===== config.mk =====
export PLATFORM = sky130hd
export DESIGN_NAME = eno2pl_ctrl
export DESIGN_NICKNAME = d
export VERILOG_FILES = /design/src/hw/rtl/eno2pl_pkg.sv /design/src/hw/rtl/eno2pl_ctrl.sv
export SDC_FILE = /design/constraint.sdc
export NUM_CORES = 1
export LEC_CHECK = 0
export BUFFER_PORTS_ARGS = -buffer_cell sky130_fd_sc_hd__clkbuf_2
export CAP_MARGIN = 20
export CORE_ASPECT_RATIO = 0.7
export CORE_UTILIZATION = 60
export CTS_BUF_LIST = sky130_fd_sc_hd__clkbuf_4 sky130_fd_sc_hd__clkbuf_8
export CTS_CLUSTER_SIZE = 40
export DETAILED_ROUTE_END_ITERATION = 12
export HOLD_SLACK_MARGIN = 0.12
export PLACE_DENSITY = 0.83
export SLEW_MARGIN = 20
export SYNTH_ARGS = -nofsm -noshare
export SYNTH_HDL_FRONTEND = slang
export SYNTH_SLANG_ARGS = --single-unit

===== constraint.sdc =====
create_clock -name aclk -period 5.3 [get_ports aclk]
set_input_delay 1.06 -clock aclk [delete_from_list [all_inputs] [get_ports aclk]]
set_output_delay 1.06 -clock aclk [all_outputs]
set_load 0.01 [all_outputs]

===== src/hw/rtl/eno2pl_pkg.sv =====
// Shared types, constants and helpers for the ENO2 positivity-limited reconstruction unit.
// No dependencies; every other file of the block imports this package.
package eno2pl_pkg;

    localparam int FRAC_BITS  = 16;
    localparam int MAX_POINTS = 4;
    localparam int NUM_PREG   = 4;
    localparam int NP_EFF     = (MAX_POINTS < NUM_PREG) ? MAX_POINTS : NUM_PREG;
    localparam int IDX_W      = $clog2(NUM_PREG);
    localparam int VW         = 32;
    localparam int HW         = 31;
    localparam int PW         = 17;
    localparam int EW         = 16;
    localparam int NPW        = 3;
    localparam int CFG_IDX_W  = 3;
    localparam int CFG_DW     = 17;
    localparam int DIV_W      = 35;
    localparam int NUM_VALS   = 9;
    localparam int NUM_RES    = 6;
    localparam int VAL_BASE   = 3 * HW;
    localparam int S_TDATA_W  = ((VAL_BASE + NUM_VALS * VW + 7) / 8) * 8;
    localparam int M_TDATA_W  = NUM_RES * VW;

    localparam logic signed [VW-1:0] ONE_Q  = VW'(64'sd1 <<< FRAC_BITS);
    localparam logic signed [PW:0]   HALF_Q = (PW+1)'(64'sd1 <<< (FRAC_BITS - 1));
    localparam logic signed [VW-1:0] S32_MAX = 32'sh7fff_ffff;
    localparam logic signed [VW-1:0] S32_MIN = 32'sh8000_0000;

    localparam logic [CFG_IDX_W-1:0] REG_NUM_POINTS = 3'd0;
    localparam logic [CFG_IDX_W-1:0] REG_POINT_0    = 3'd1;
    localparam logic [CFG_IDX_W-1:0] REG_POINT_1    = 3'd2;
    localparam logic [CFG_IDX_W-1:0] REG_POINT_2    = 3'd3;
    localparam logic [CFG_IDX_W-1:0] REG_POINT_3    = 3'd4;
    localparam logic [CFG_IDX_W-1:0] REG_EPS_FLOOR  = 3'd5;

    localparam logic [1:0] QTY_RHO = 2'd0;
    localparam logic [1:0] QTY_VEL = 2'd1;
    localparam logic [1:0] QTY_EN  = 2'd2;

    typedef enum logic [4:0] {
        OP_NONE,
        OP_LOAD,
        OP_OFF,
        OP_SLOPE_DIV1,
        OP_SLOPE_DIV2,
        OP_K1_SAVE,
        OP_K_PICK,
        OP_MUL_KOFF,
        OP_RHO_DEV,
        OP_DIV_THR,
        OP_THR_MIN,
        OP_MUL_VV,
        OP_EC,
        OP_VP,
        OP_ACC,
        OP_MUL_VPVP,
        OP_EP,
        OP_DIV_THE,
        OP_THE_MIN,
        OP_MUL_LK,
        OP_MUL_TOFF,
        OP_RES,
        OP_PUBLISH
    } dp_op_t;

    typedef struct packed {
        dp_op_t           op;
        logic [1:0]       qty;
        logic [IDX_W-1:0] idx;
        logic             face;
    } dp_cmd_t;

    typedef struct packed {
        logic div_done;
        logic skip;
        logic low;
    } dp_status_t;

    function automatic logic signed [VW-1:0] sat32(input logic signed [DIV_W-1:0] x);
        logic [DIV_W-VW:0] top;
        top = x[DIV_W-1:VW-1];
        if ((&top) || !(|top))
            return x[VW-1:0];
        else
            return x[DIV_W-1] ? S32_MIN : S32_MAX;
    endfunction

endpackage


===== src/hw/rtl/eno2pl_ctrl.sv =====
// Controller: sequences slopes, limiters and face values through the datapath,
// and owns the stream handshakes. Depends on eno2pl_pkg.
module eno2pl_ctrl (
    input  logic                              aclk,
    input  logic                              aresetn,
    input  logic                              s_tvalid,
    output logic                              s_tready,
    output logic                              m_tvalid,
    input  logic                              m_tready,
    input  logic [eno2pl_pkg::NPW-1:0]        num_points,
    input  eno2pl_pkg::dp_status_t            status,
    output eno2pl_pkg::dp_cmd_t               cmd
);
    import eno2pl_pkg::*;

    typedef enum logic [4:0] {
        S_IDLE, S_OFF, S_DIV1, S_W1, S_K1, S_DIV2, S_W2, S_PICK,
        S_RMUL, S_RDEV, S_RCHK, S_RDIV, S_RW, S_RMIN,
        S_VV, S_EC, S_EMU, S_VP, S_EMK, S_ACC, S_EVV, S_EP, S_LCHK,
        S_TDIV, S_TW, S_TMIN, S_LK, S_TOFF, S_RES, S_DONE
    } state_t;

    state_t           state_reg;
    logic [IDX_W-1:0] idx_reg;
    logic [1:0]       qty_reg;
    logic             face_reg;
    logic             m_tvalid_reg;
    logic [IDX_W-1:0] n_last;
    logic             out_free;
    logic             idx_end;

    always_comb begin
        if (num_points == '0)
            n_last = '0;
        else if (num_points > NPW'(NP_EFF))
            n_last = IDX_W'(NP_EFF - 1);
        else
            n_last = IDX_W'(num_points - 1'b1);
    end

    assign out_free = !m_tvalid_reg || m_tready;
    assign idx_end  = (idx_reg == n_last);
    assign s_tready = (state_reg == S_IDLE);
    assign m_tvalid = m_tvalid_reg;

    always_comb begin
        cmd.op   = OP_NONE;
        cmd.qty  = qty_reg;
        cmd.idx  = idx_reg;
        cmd.face = face_reg;
        case (state_reg)
            S_IDLE: cmd.op = s_tvalid ? OP_LOAD : OP_NONE;
            S_OFF:  cmd.op = OP_OFF;
            S_DIV1: cmd.op = OP_SLOPE_DIV1;
            S_K1:   cmd.op = OP_K1_SAVE;
            S_DIV2: cmd.op = OP_SLOPE_DIV2;
            S_PICK: cmd.op = OP_K_PICK;
            S_RMUL: begin
                cmd.op  = OP_MUL_KOFF;
                cmd.qty = QTY_RHO;
            end
            S_RDEV: begin
                cmd.op  = OP_RHO_DEV;
                cmd.qty = QTY_RHO;
            end
            S_RDIV: cmd.op = OP_DIV_THR;
            S_RMIN: cmd.op = OP_THR_MIN;
            S_VV:   cmd.op = OP_MUL_VV;
            S_EC:   cmd.op = OP_EC;
            S_EMU: begin
                cmd.op  = OP_MUL_KOFF;
                cmd.qty = QTY_VEL;
            end
            S_VP: begin
                cmd.op  = OP_VP;
                cmd.qty = QTY_VEL;
            end
            S_EMK: begin
                cmd.op  = OP_MUL_KOFF;
                cmd.qty = QTY_EN;
            end
            S_ACC:  cmd.op = OP_ACC;
            S_EVV:  cmd.op = OP_MUL_VPVP;
            S_EP:   cmd.op = OP_EP;
            S_TDIV: cmd.op = OP_DIV_THE;
            S_TMIN: cmd.op = OP_THE_MIN;
            S_LK:   cmd.op = OP_MUL_LK;
            S_TOFF: begin
                cmd.op  = OP_MUL_TOFF;
                cmd.idx = face_reg ? n_last : '0;
            end
            S_RES:  cmd.op = OP_RES;
            S_DONE: cmd.op = out_free ? OP_PUBLISH : OP_NONE;
            default: cmd.op = OP_NONE;
        endcase
    end

    always_ff @(posedge aclk) begin
        if (!aresetn) begin
            state_reg    <= S_IDLE;
            idx_reg      <= '0;
            qty_reg      <= '0;
            face_reg     <= 1'b0;
            m_tvalid_reg <= 1'b0;
        end else begin
            if (state_reg == S_DONE && out_free)
                m_tvalid_reg <= 1'b1;
            else if (m_tready)
                m_tvalid_reg <= 1'b0;
            case (state_reg)
                S_IDLE: begin
                    if (s_tvalid) begin
                        idx_reg   <= '0;
                        qty_reg   <= QTY_RHO;
                        face_reg  <= 1'b0;
                        state_reg <= S_OFF;
                    end
                end
                S_OFF: begin
                    idx_reg <= idx_reg + 1'b1;
                    if (idx_reg == IDX_W'(NUM_PREG - 1))
                        state_reg <= S_DIV1;
                end
                S_DIV1: state_reg <= S_W1;
                S_W1:   if (status.div_done) state_reg <= S_K1;
                S_K1:   state_reg <= S_DIV2;
                S_DIV2: state_reg <= S_W2;
                S_W2:   if (status.div_done) state_reg <= S_PICK;
                S_PICK: begin
                    if (qty_reg == QTY_EN) begin
                        idx_reg   <= '0;
                        state_reg <= S_RMUL;
                    end else begin
                        qty_reg   <= qty_reg + 1'b1;
                        state_reg <= S_DIV1;
                    end
                end
                S_RMUL: state_reg <= S_RDEV;
                S_RDEV: state_reg <= S_RCHK;
                S_RCHK: begin
                    if (!status.skip)
                        state_reg <= S_RDIV;
                    else if (idx_end)
                        state_reg <= S_VV;
                    else begin
                        idx_reg   <= idx_reg + 1'b1;
                        state_reg <= S_RMUL;
                    end
                end
                S_RDIV: state_reg <= S_RW;
                S_RW:   if (status.div_done) state_reg <= S_RMIN;
                S_RMIN: begin
                    if (idx_end)
                        state_reg <= S_VV;
                    else begin
                        idx_reg   <= idx_reg + 1'b1;
                        state_reg <= S_RMUL;
                    end
                end
                S_VV: state_reg <= S_EC;
                S_EC: begin
                    idx_reg   <= '0;
                    state_reg <= S_EMU;
                end
                S_EMU: state_reg <= S_VP;
                S_VP:  state_reg <= S_EMK;
                S_EMK: state_reg <= S_ACC;
                S_ACC: state_reg <= S_EVV;
                S_EVV: state_reg <= S_EP;
                S_EP: begin
                    if (idx_end)
                        state_reg <= S_LCHK;
                    else begin
                        idx_reg   <= idx_reg + 1'b1;
                        state_reg <= S_EMU;
                    end
                end
                S_LCHK: begin
                    idx_reg  <= '0;
                    qty_reg  <= QTY_RHO;
                    face_reg <= 1'b0;
                    state_reg <= status.low ? S_TDIV : S_LK;
                end
                S_TDIV: state_reg <= S_TW;
                S_TW:   if (status.div_done) state_reg <= S_TMIN;
                S_TMIN: begin
                    if (idx_end)
                        state_reg <= S_LK;
                    else begin
                        idx_reg   <= idx_reg + 1'b1;
                        state_reg <= S_TDIV;
                    end
                end
                S_LK:   state_reg <= S_TOFF;
                S_TOFF: state_reg <= S_RES;
                S_RES: begin
                    if (!face_reg) begin
                        face_reg  <= 1'b1;
                        state_reg <= S_TOFF;
                    end else begin
                        face_reg <= 1'b0;
                        if (qty_reg == QTY_EN)
                            state_reg <= S_DONE;
                        else begin
                            qty_reg   <= qty_reg + 1'b1;
                            state_reg <= S_LK;
                        end
                    end
                end
                S_DONE: begin
                    if (out_free)
                        state_reg <= S_IDLE;
                end
                default: state_reg <= S_IDLE;
            endcase
        end
    end

    a_done_in_wait: assert property (@(posedge aclk) disable iff (!aresetn)
        status.div_done |-> (state_reg == S_W1 || state_reg == S_W2 ||
                             state_reg == S_RW || state_reg == S_TW))
        else $error("divider finished outside a wait state");

    a_one_at_a_time: assert property (@(posedge aclk) disable iff (!aresetn)
        (s_tvalid && s_tready) |=> !s_tready)
        else $error("second transaction taken while busy");

    a_publish_valid: assert property (@(posedge aclk) disable iff (!aresetn)
        (cmd.op == OP_PUBLISH) |=> m_tvalid)
        else $error("published result not offered");

    a_point_range: assert property (@(posedge aclk) disable iff (!aresetn)
        (state_reg == S_EP || state_reg == S_TDIV || state_reg == S_RMUL)
            |-> (idx_reg <= n_last))
        else $error("point index past last point in use");

endmodule


==> results.py, run 1 <==
metrics = {
    "drt": {
        "drtAntennaViolNets": 0,
        "wl_per_cell_um": 17.9,
        "first_pass_iters": 6,
        "drt-vias-per-instance": 7.09,
        "drc_errors": 0,
        "drt_iter0_drc": 438,
        "vias": 1963,
        "drt_wl_total_um": 4960,
    },
    "setup_path": {
        "critPathKind": "flop to output pin",
        "r2r_slack_ns": 2.71,
        "worstRegToRegCells": 6,
        "rr_endpoint": "idx_reg[1]$_SDFFE_PN0P_",
        "crit_start": "state_reg[2]$_SDFFE_PN0P_",
        "setup.worst_path.end_class": "output pin",
        "cp.arrival_ns": 2.37,
        "crit_required_ns": 4.24,
        "r2r_start": "state_reg[2]$_SDFFE_PN0P_",
        "start_kind": "flop",
        "worstPathMaxFanout": 28,
    },
    "place": {
        "dp_hpwl_um": 3570,
        "port_buffers": 21,
        "gp_congestion": 0.955,
        "pre_cts_ws_ns": 1.91,
        "dpl-instance-area_um2": 1620,
    },
    "layout": {
        "layout-drive-gt1-share_pct": 16.7,
        "largest_reg_flops": 5,
        "final_util_pct": 72.8,
        "n_fill_cell": 197,
        "area_delta_synth_final_pct": 8.00,
        "finalInstanceArea_um2": 1670,
        "n_antenna_cell": 0,
        "fin_nets": 259,
    },
    "timing": {
        "final.setup.tns_ns": 0,
        "finalCritPeriodShare_pct": 64.8,
        "rsz0062_at_grt": "no",
        "timing_hold_violations_final": 0,
        "slew_viol_final": 0,
        "fmax_mhz": 291,
        "clock_skew_ns": 0.00256,
        "tightestPinTransition_ns": 1.07,
        "slew_headroom_pct": 28.8,
        "period_needed_ns": 3.43,
        "finalWorstSetupSlack_ns": 1.87,
        "setup_violations": 0,
    },
    "synth": {
        "synth-main-ff-cell": "dfxtp_1",
        "ys_types": 59,
        "synth_seq_cells": 11,
        "synth.most_common_cell": "a21oi_1",
        "synth.cell_area_um2": 1550,
        "synth_top_cell_by_area": "dfxtp_1",
        "yosysSeqAreaShare_pct": 14.2,
        "synth_warnings": 0,
        "synth_common_cells": "a21oi_1 (28), nor2_1 (25), nand2_1 (23)",
        "syn_nets": 249,
        "synth_edf_count": 0,
        "synthTopCellsByArea": "dfxtp_1 (14%), a21oi_1 (9.1%), o21ai_0 (6.5%)",
        "avgSynthCellArea_um2": 6.56,
        "syn_inst": 236,
        "synth-async-reset-ratio_pct": 0,
        "synth.top_cell.area_share_pct": 14.2,
    },
    "clock_network": {
        "clock_tree.buffer_depth": 2,
        "root_buffer": "clkbuf_8",
        "cts_sinks": 11,
        "cts_setup_buffers": 0,
        "clk_pin_slew_worst_paths_ns": 0.05,
        "clock_latency_ns": 0.24,
        "cts_buffers": 3,
        "holdBufCountCts": 0,
        "post_cts_resized": 0,
        "cts_tree": "yes",
        "cts-htree-levels": 1,
    },
    "global_route": {
        "antenna_found_initial": 0,
        "grtUsageTotal_pct": 38.3,
        "grt-ovfl-total": 0,
        "grt_pass1_vias": 1642,
        "grt_pass1_wl_um": 8320,
        "grt_max_degree": 34,
    },
    "floorplanning": {
        "start_util_pct": 67.4,
        "die_h_um": 44.5,
        "dieArea_um2": 2790,
        "fp.dieW_um": 62.7,
        "rows": 14,
        "pin_count": 22,
        "core_area_um2": 2290,
    },
    "pwr": {
        "seq_power_share_pct": 24.6,
        "combPwrFrac_pct": 59.1,
        "p_int_mw": 0.285,
        "clkPwrFrac_pct": 16.3,
        "peakVddDrop_uv": 320,
        "p_per_area_nw_per_um2": 340,
        "leakagePower_nw": 0.635,
        "swShare_pct": 49.8,
        "power_switching_mw": 0.283,
    },
    "flow_run": {
        "cap_violations": 0,
    },
    "min_path": {
        "hp-start": "idx_reg[0]$_SDFFE_PN0P_",
        "hold_class": "flop to flop",
        "min_to": "idx_reg[0]$_SDFFE_PN0P_",
        "hold_depth": 2,
    },
    "outcome": {
        "outcome": "finished clean",
    },
}
[cells in the final DEF, fill, tap and decap left out, types with 3 or more instances in the layout]
| cell type | n |
|---|---|
| a21oi_1 | 28 |
| nor2_1 | 25 |
| nand2_1 | 23 |
| clkbuf_2 | 21 |
| o21ai_0 | 20 |
| dfxtp_1 | 11 |
| inv_1 | 10 |
| nand3_1 | 9 |
| nor3_1 | 7 |
| xnor2_1 | 4 |
| mux2i_1 | 4 |
| a2bb2oi_1 | 4 |
| a31oi_1 | 4 |
| a211oi_1 | 4 |
| nor2b_1 | 3 |
| a211o_1 | 3 |
| nand2b_1 | 3 |
| o22ai_1 | 3 |
| o211ai_1 | 3 |
| and2_1 | 3 |
| or3_1 | 3 |
| ha_1 | 3 |
| clkbuf_8 | 3 |
| buf_4 | 3 |
[through the flow]
stage                     hold WS (ns)  total power, mW  instances
after CTS                        0.562            0.556        277
after global routing             0.596            0.604        277
after detailed placement         0.556            0.461        273
final                            0.579            0.568        277
after floorplan                  0.477            0.382        236
after global placement           0.537            0.450        273
[worst max-delay path, stage by stage, from the launching register on]
cell	delay (ns)
dfxtp_1	0.62
nor2b_1	0.76
nand4_1	0.28
a22o_2	0.34
clkbuf_2	0.12
[area by class of cell]
class	count	area, um2	area share [%]
flip-flops and latches	11	220	13.2
well taps	32	40.0	2.40
clock buffers	4	48.8	2.92
multi-input cells	193	1190	71.0
repair buffers	24	128	7.63
inverters	13	48.8	2.92
[power by group through the flow]
| stage | sequential, mW | clock (mW) | combinational [mW] |
|---|---|---|---|
| detailed placement | 0.139 | 0 | 0.322 |
| finish | 0.140 | 0.0926 | 0.336 |
| CTS | 0.137 | 0.0948 | 0.324 |
| floorplan | 0.104 | 0 | 0.278 |
| global placement | 0.137 | 0 | 0.313 |
| global route | 0.144 | 0.0960 | 0.364 |
[kinds of logic after synthesis]
kind of cell	count (synthesis)	synth area share (%)
AND/OR/NAND/NOR	93	30.8
AO/OA/AOI/OAI	87	37.3
buffers and inverters	32	9.14
flip-flops	11	14.2
XOR/XNOR	5	2.83
multiplexers	4	2.59
adder cells (fa/ha/maj)	4	3.07
[worst max-delay path by stage]
stage             end  cells past startpoint
3_5_place_dp   cmd[2]                      7
2_1_floorplan  cmd[2]                      5
6_report       cmd[2]                      4
5_1_grt        cmd[2]                      5
3_3_place_gp   cmd[2]                      7
4_1_cts        cmd[2]                      7
[layer usage]
| metal | up-vias | GRT usage, % | wire length [um] |
|---|---|---|---|
| met5 | - | 0 | 0 |
| met2 | 161 | 58.7 | 2060 |
| li1 | 889 | - | - |
| met1 | 895 | 55.7 | 2130 |
| met3 | 18 | 6.70 | 690 |
| met4 | 0 | 9.30 | 76 |
Note: power is estimated with default switching activity, not from simulation.
==> run 2: changes to the inputs <==
--- a/config.mk
+++ b/config.mk
@@ -8,12 +8,12 @@
 export BUFFER_PORTS_ARGS = -buffer_cell sky130_fd_sc_hd__clkbuf_2
 export CAP_MARGIN = 20
 export CORE_ASPECT_RATIO = 0.7
-export CORE_UTILIZATION = 60
+export CORE_UTILIZATION = 54
 export CTS_BUF_LIST = sky130_fd_sc_hd__clkbuf_4 sky130_fd_sc_hd__clkbuf_8
 export CTS_CLUSTER_SIZE = 40
 export DETAILED_ROUTE_END_ITERATION = 12
 export HOLD_SLACK_MARGIN = 0.12
-export PLACE_DENSITY = 0.83
+export PLACE_DENSITY = 0.79
 export SLEW_MARGIN = 20
 export SYNTH_ARGS = -nofsm -noshare
 export SYNTH_HDL_FRONTEND = slang
==> constraint.sdc (replaced) <==
create_clock -name aclk -period 3 [get_ports aclk]
set_input_delay 0.6 -clock aclk [delete_from_list [all_inputs] [get_ports aclk]]
set_output_delay 0.6 -clock aclk [all_outputs]
set_load 0.01 [all_outputs]
==> run 2 against run 1 <==
  * Worst setup slack lost 1.6 ns
  * Core utilization fell by 6.8 points
  * Sequential share of layout area down 0.31 points
  * Die area rose by 11%
  * Cell count increased by 2.5%
  * Clock power increased by 73%
  * Power increased by 77%
  * Cell area is 2.4% higher
  * Hold slack worse by 0.0085 ns
  * Register-to-register slack got worse by 2.1 ns
  * Critical endpoint is now cmd[7]
  * Highest routed layer unchanged
==> results.py, run 2 (same netlist as run 1, synthesis figures left out) <==
metrics = {
    "timing": {
        "timing_hold_violations_final": 0,
        "clock_skew_ns": 0.00243,
        "fmax_mhz": 370,
        "final.setup.tns_ns": 0,
        "rsz0062_at_grt": "no",
        "hold_ws_ns": 0.571,
        "finalCritPeriodShare_pct": 90.0,
        "setup_violations": 0,
        "period_needed_ns": 2.70,
        "slew_headroom_pct": 34.2,
        "tightestPinTransition_ns": 0.986,
        "slew_viol_final": 0,
    },
    "global_route": {
        "grtUsageTotal_pct": 31.4,
        "grt_pass1_wl_um": 7170,
        "antenna_found_initial": 0,
        "grt_max_degree": 28,
        "grt_pass1_vias": 1485,
        "grt-ovfl-total": 0,
    },
    "floorplanning": {
        "pin_count": 22,
        "die_h_um": 46.8,
        "core_area_um2": 2590,
        "start_util_pct": 59.8,
        "fp.dieW_um": 66.0,
        "dieArea_um2": 3090,
        "rows": 15,
    },
    "drt": {
        "highest_layer": "met4",
        "met2_length_um": 1850,
        "first_pass_iters": 5,
        "wl_per_cell_um": 16.9,
        "drt_iter0_drc": 327,
        "drc_errors": 0,
        "drtAntennaViolNets": 0,
        "drt_wl_total_um": 4800,
        "met1Wirelength_um": 2290,
        "route.met3.wl_um": 610,
        "drt-vias-per-instance": 6.66,
        "vias": 1891,
    },
    "clock_network": {
        "holdBufCountCts": 0,
        "clock_latency_ns": 0.24,
        "clock_tree.buffer_depth": 2,
        "post_cts_resized": 0,
        "root_buffer": "clkbuf_8",
        "cts_buffers": 3,
        "cts-htree-levels": 1,
        "cts_setup_buffers": 0,
        "cts_tree": "yes",
        "cts_sinks": 11,
        "clk_pin_slew_worst_paths_ns": 0.05,
    },
    "layout": {
        "largest_reg_flops": 5,
        "layout-drive-gt1-share_pct": 18.4,
        "n_antenna_cell": 0,
        "area_delta_synth_final_pct": 10.6,
        "fin_nets": 264,
        "final_common_cell": "a21oi_1",
        "most-common-layout-cells": "a21oi_1 (28), nor2_1 (25), nand2_1 (23), clkbuf_2 (21), o21ai_0 (20)",
        "n_fill_cell": 256,
        "final_util_pct": 66.1,
    },
    "setup_path": {
        "start_kind": "flop",
        "cp.arrival_ns": 2.10,
        "critPathKind": "flop to output pin",
        "worstPathMaxFanout": 27,
        "crit_required_ns": 2.40,
        "setup.worst_path.end_class": "output pin",
    },
    "pwr": {
        "peakVddDrop_uv": 367,
        "leakagePower_nw": 0.662,
        "p_per_area_nw_per_um2": 587,
    },
    "place": {
        "port_buffers": 21,
        "gp_congestion": 0.985,
        "dp_hpwl_um": 3530,
    },
    "outcome": {
        "outcome": "finished clean",
    },
    "flow_run": {
        "cap_violations": 0,
    },
    "min_path": {
        "hold_class": "flop to flop",
    },
}
[run 2: cell count changes in the layout (fill, tap and decap cells not counted), sizes merged]
cell and change:
buf +5
[run 2: per-layer routing]
metal	global-route usage, %	vias to the layer above
met3	4.13	9
met5	0	-
met1	48.4	848
met4	10.2	0
met2	44.9	133
li1	-	901
[run 2: report_power, final]
group | switching (mW) | internal, mW | leakage [nW]
registers | 0.0858 | 0.165 | 0.0891
clock network | 0.0576 | 0.102 | 0.0262
logic | 0.344 | 0.251 | 0.546
total | 0.487 | 0.518 | 0.662
[run 2: layout make-up]
| class | instances | area, um2 | area share [%] |
|---|---|---|---|
| tap | 34 | 42.5 | 2.49 |
| sequential | 11 | 220 | 12.9 |
| multi-input combinational | 193 | 1190 | 69.3 |
| clock buffer | 4 | 48.8 | 2.85 |
| inverter | 13 | 48.8 | 2.85 |
| timing repair buffer | 29 | 165 | 9.65 |
[run 2: worst paths after layout]
path	start	end	slack, ns	cells after the start
setup / recovery	state_reg[0]$_SDFFE_PN0P_	cmd[7]	0.30	5
hold / removal	qty_reg[0]$_SDFFE_PN0P_	qty_reg[0]$_SDFFE_PN0P_	0.57	1
setup reg to reg	state_reg[0]$_SDFFE_PN0P_	state_reg[3]$_SDFFE_PN0P_	0.57	7
hold reg to reg	qty_reg[0]$_SDFFE_PN0P_	qty_reg[0]$_SDFFE_PN0P_	0.57	1
[run 2: stage by stage]
stage	cell area [um2]	std cells	total power, mW	setup WS, ns
final	1710	284	1.01	0.300
after floorplan	1550	236	0.675	0.731
after global routing	1710	284	1.06	0.234
after CTS	1710	284	0.988	0.357
after global placement	1660	280	0.820	0.528
after detailed placement	1660	280	0.825	0.430
[run 2: critical path, stage by stage, from the launching register on]
cell and delay, ns:
dfxtp_1 0.97, o21ai_0 0.21, a21oi_1 0.20, a2bb2oi_1 0.19, o221ai_1 0.14, clkbuf_2 0.15
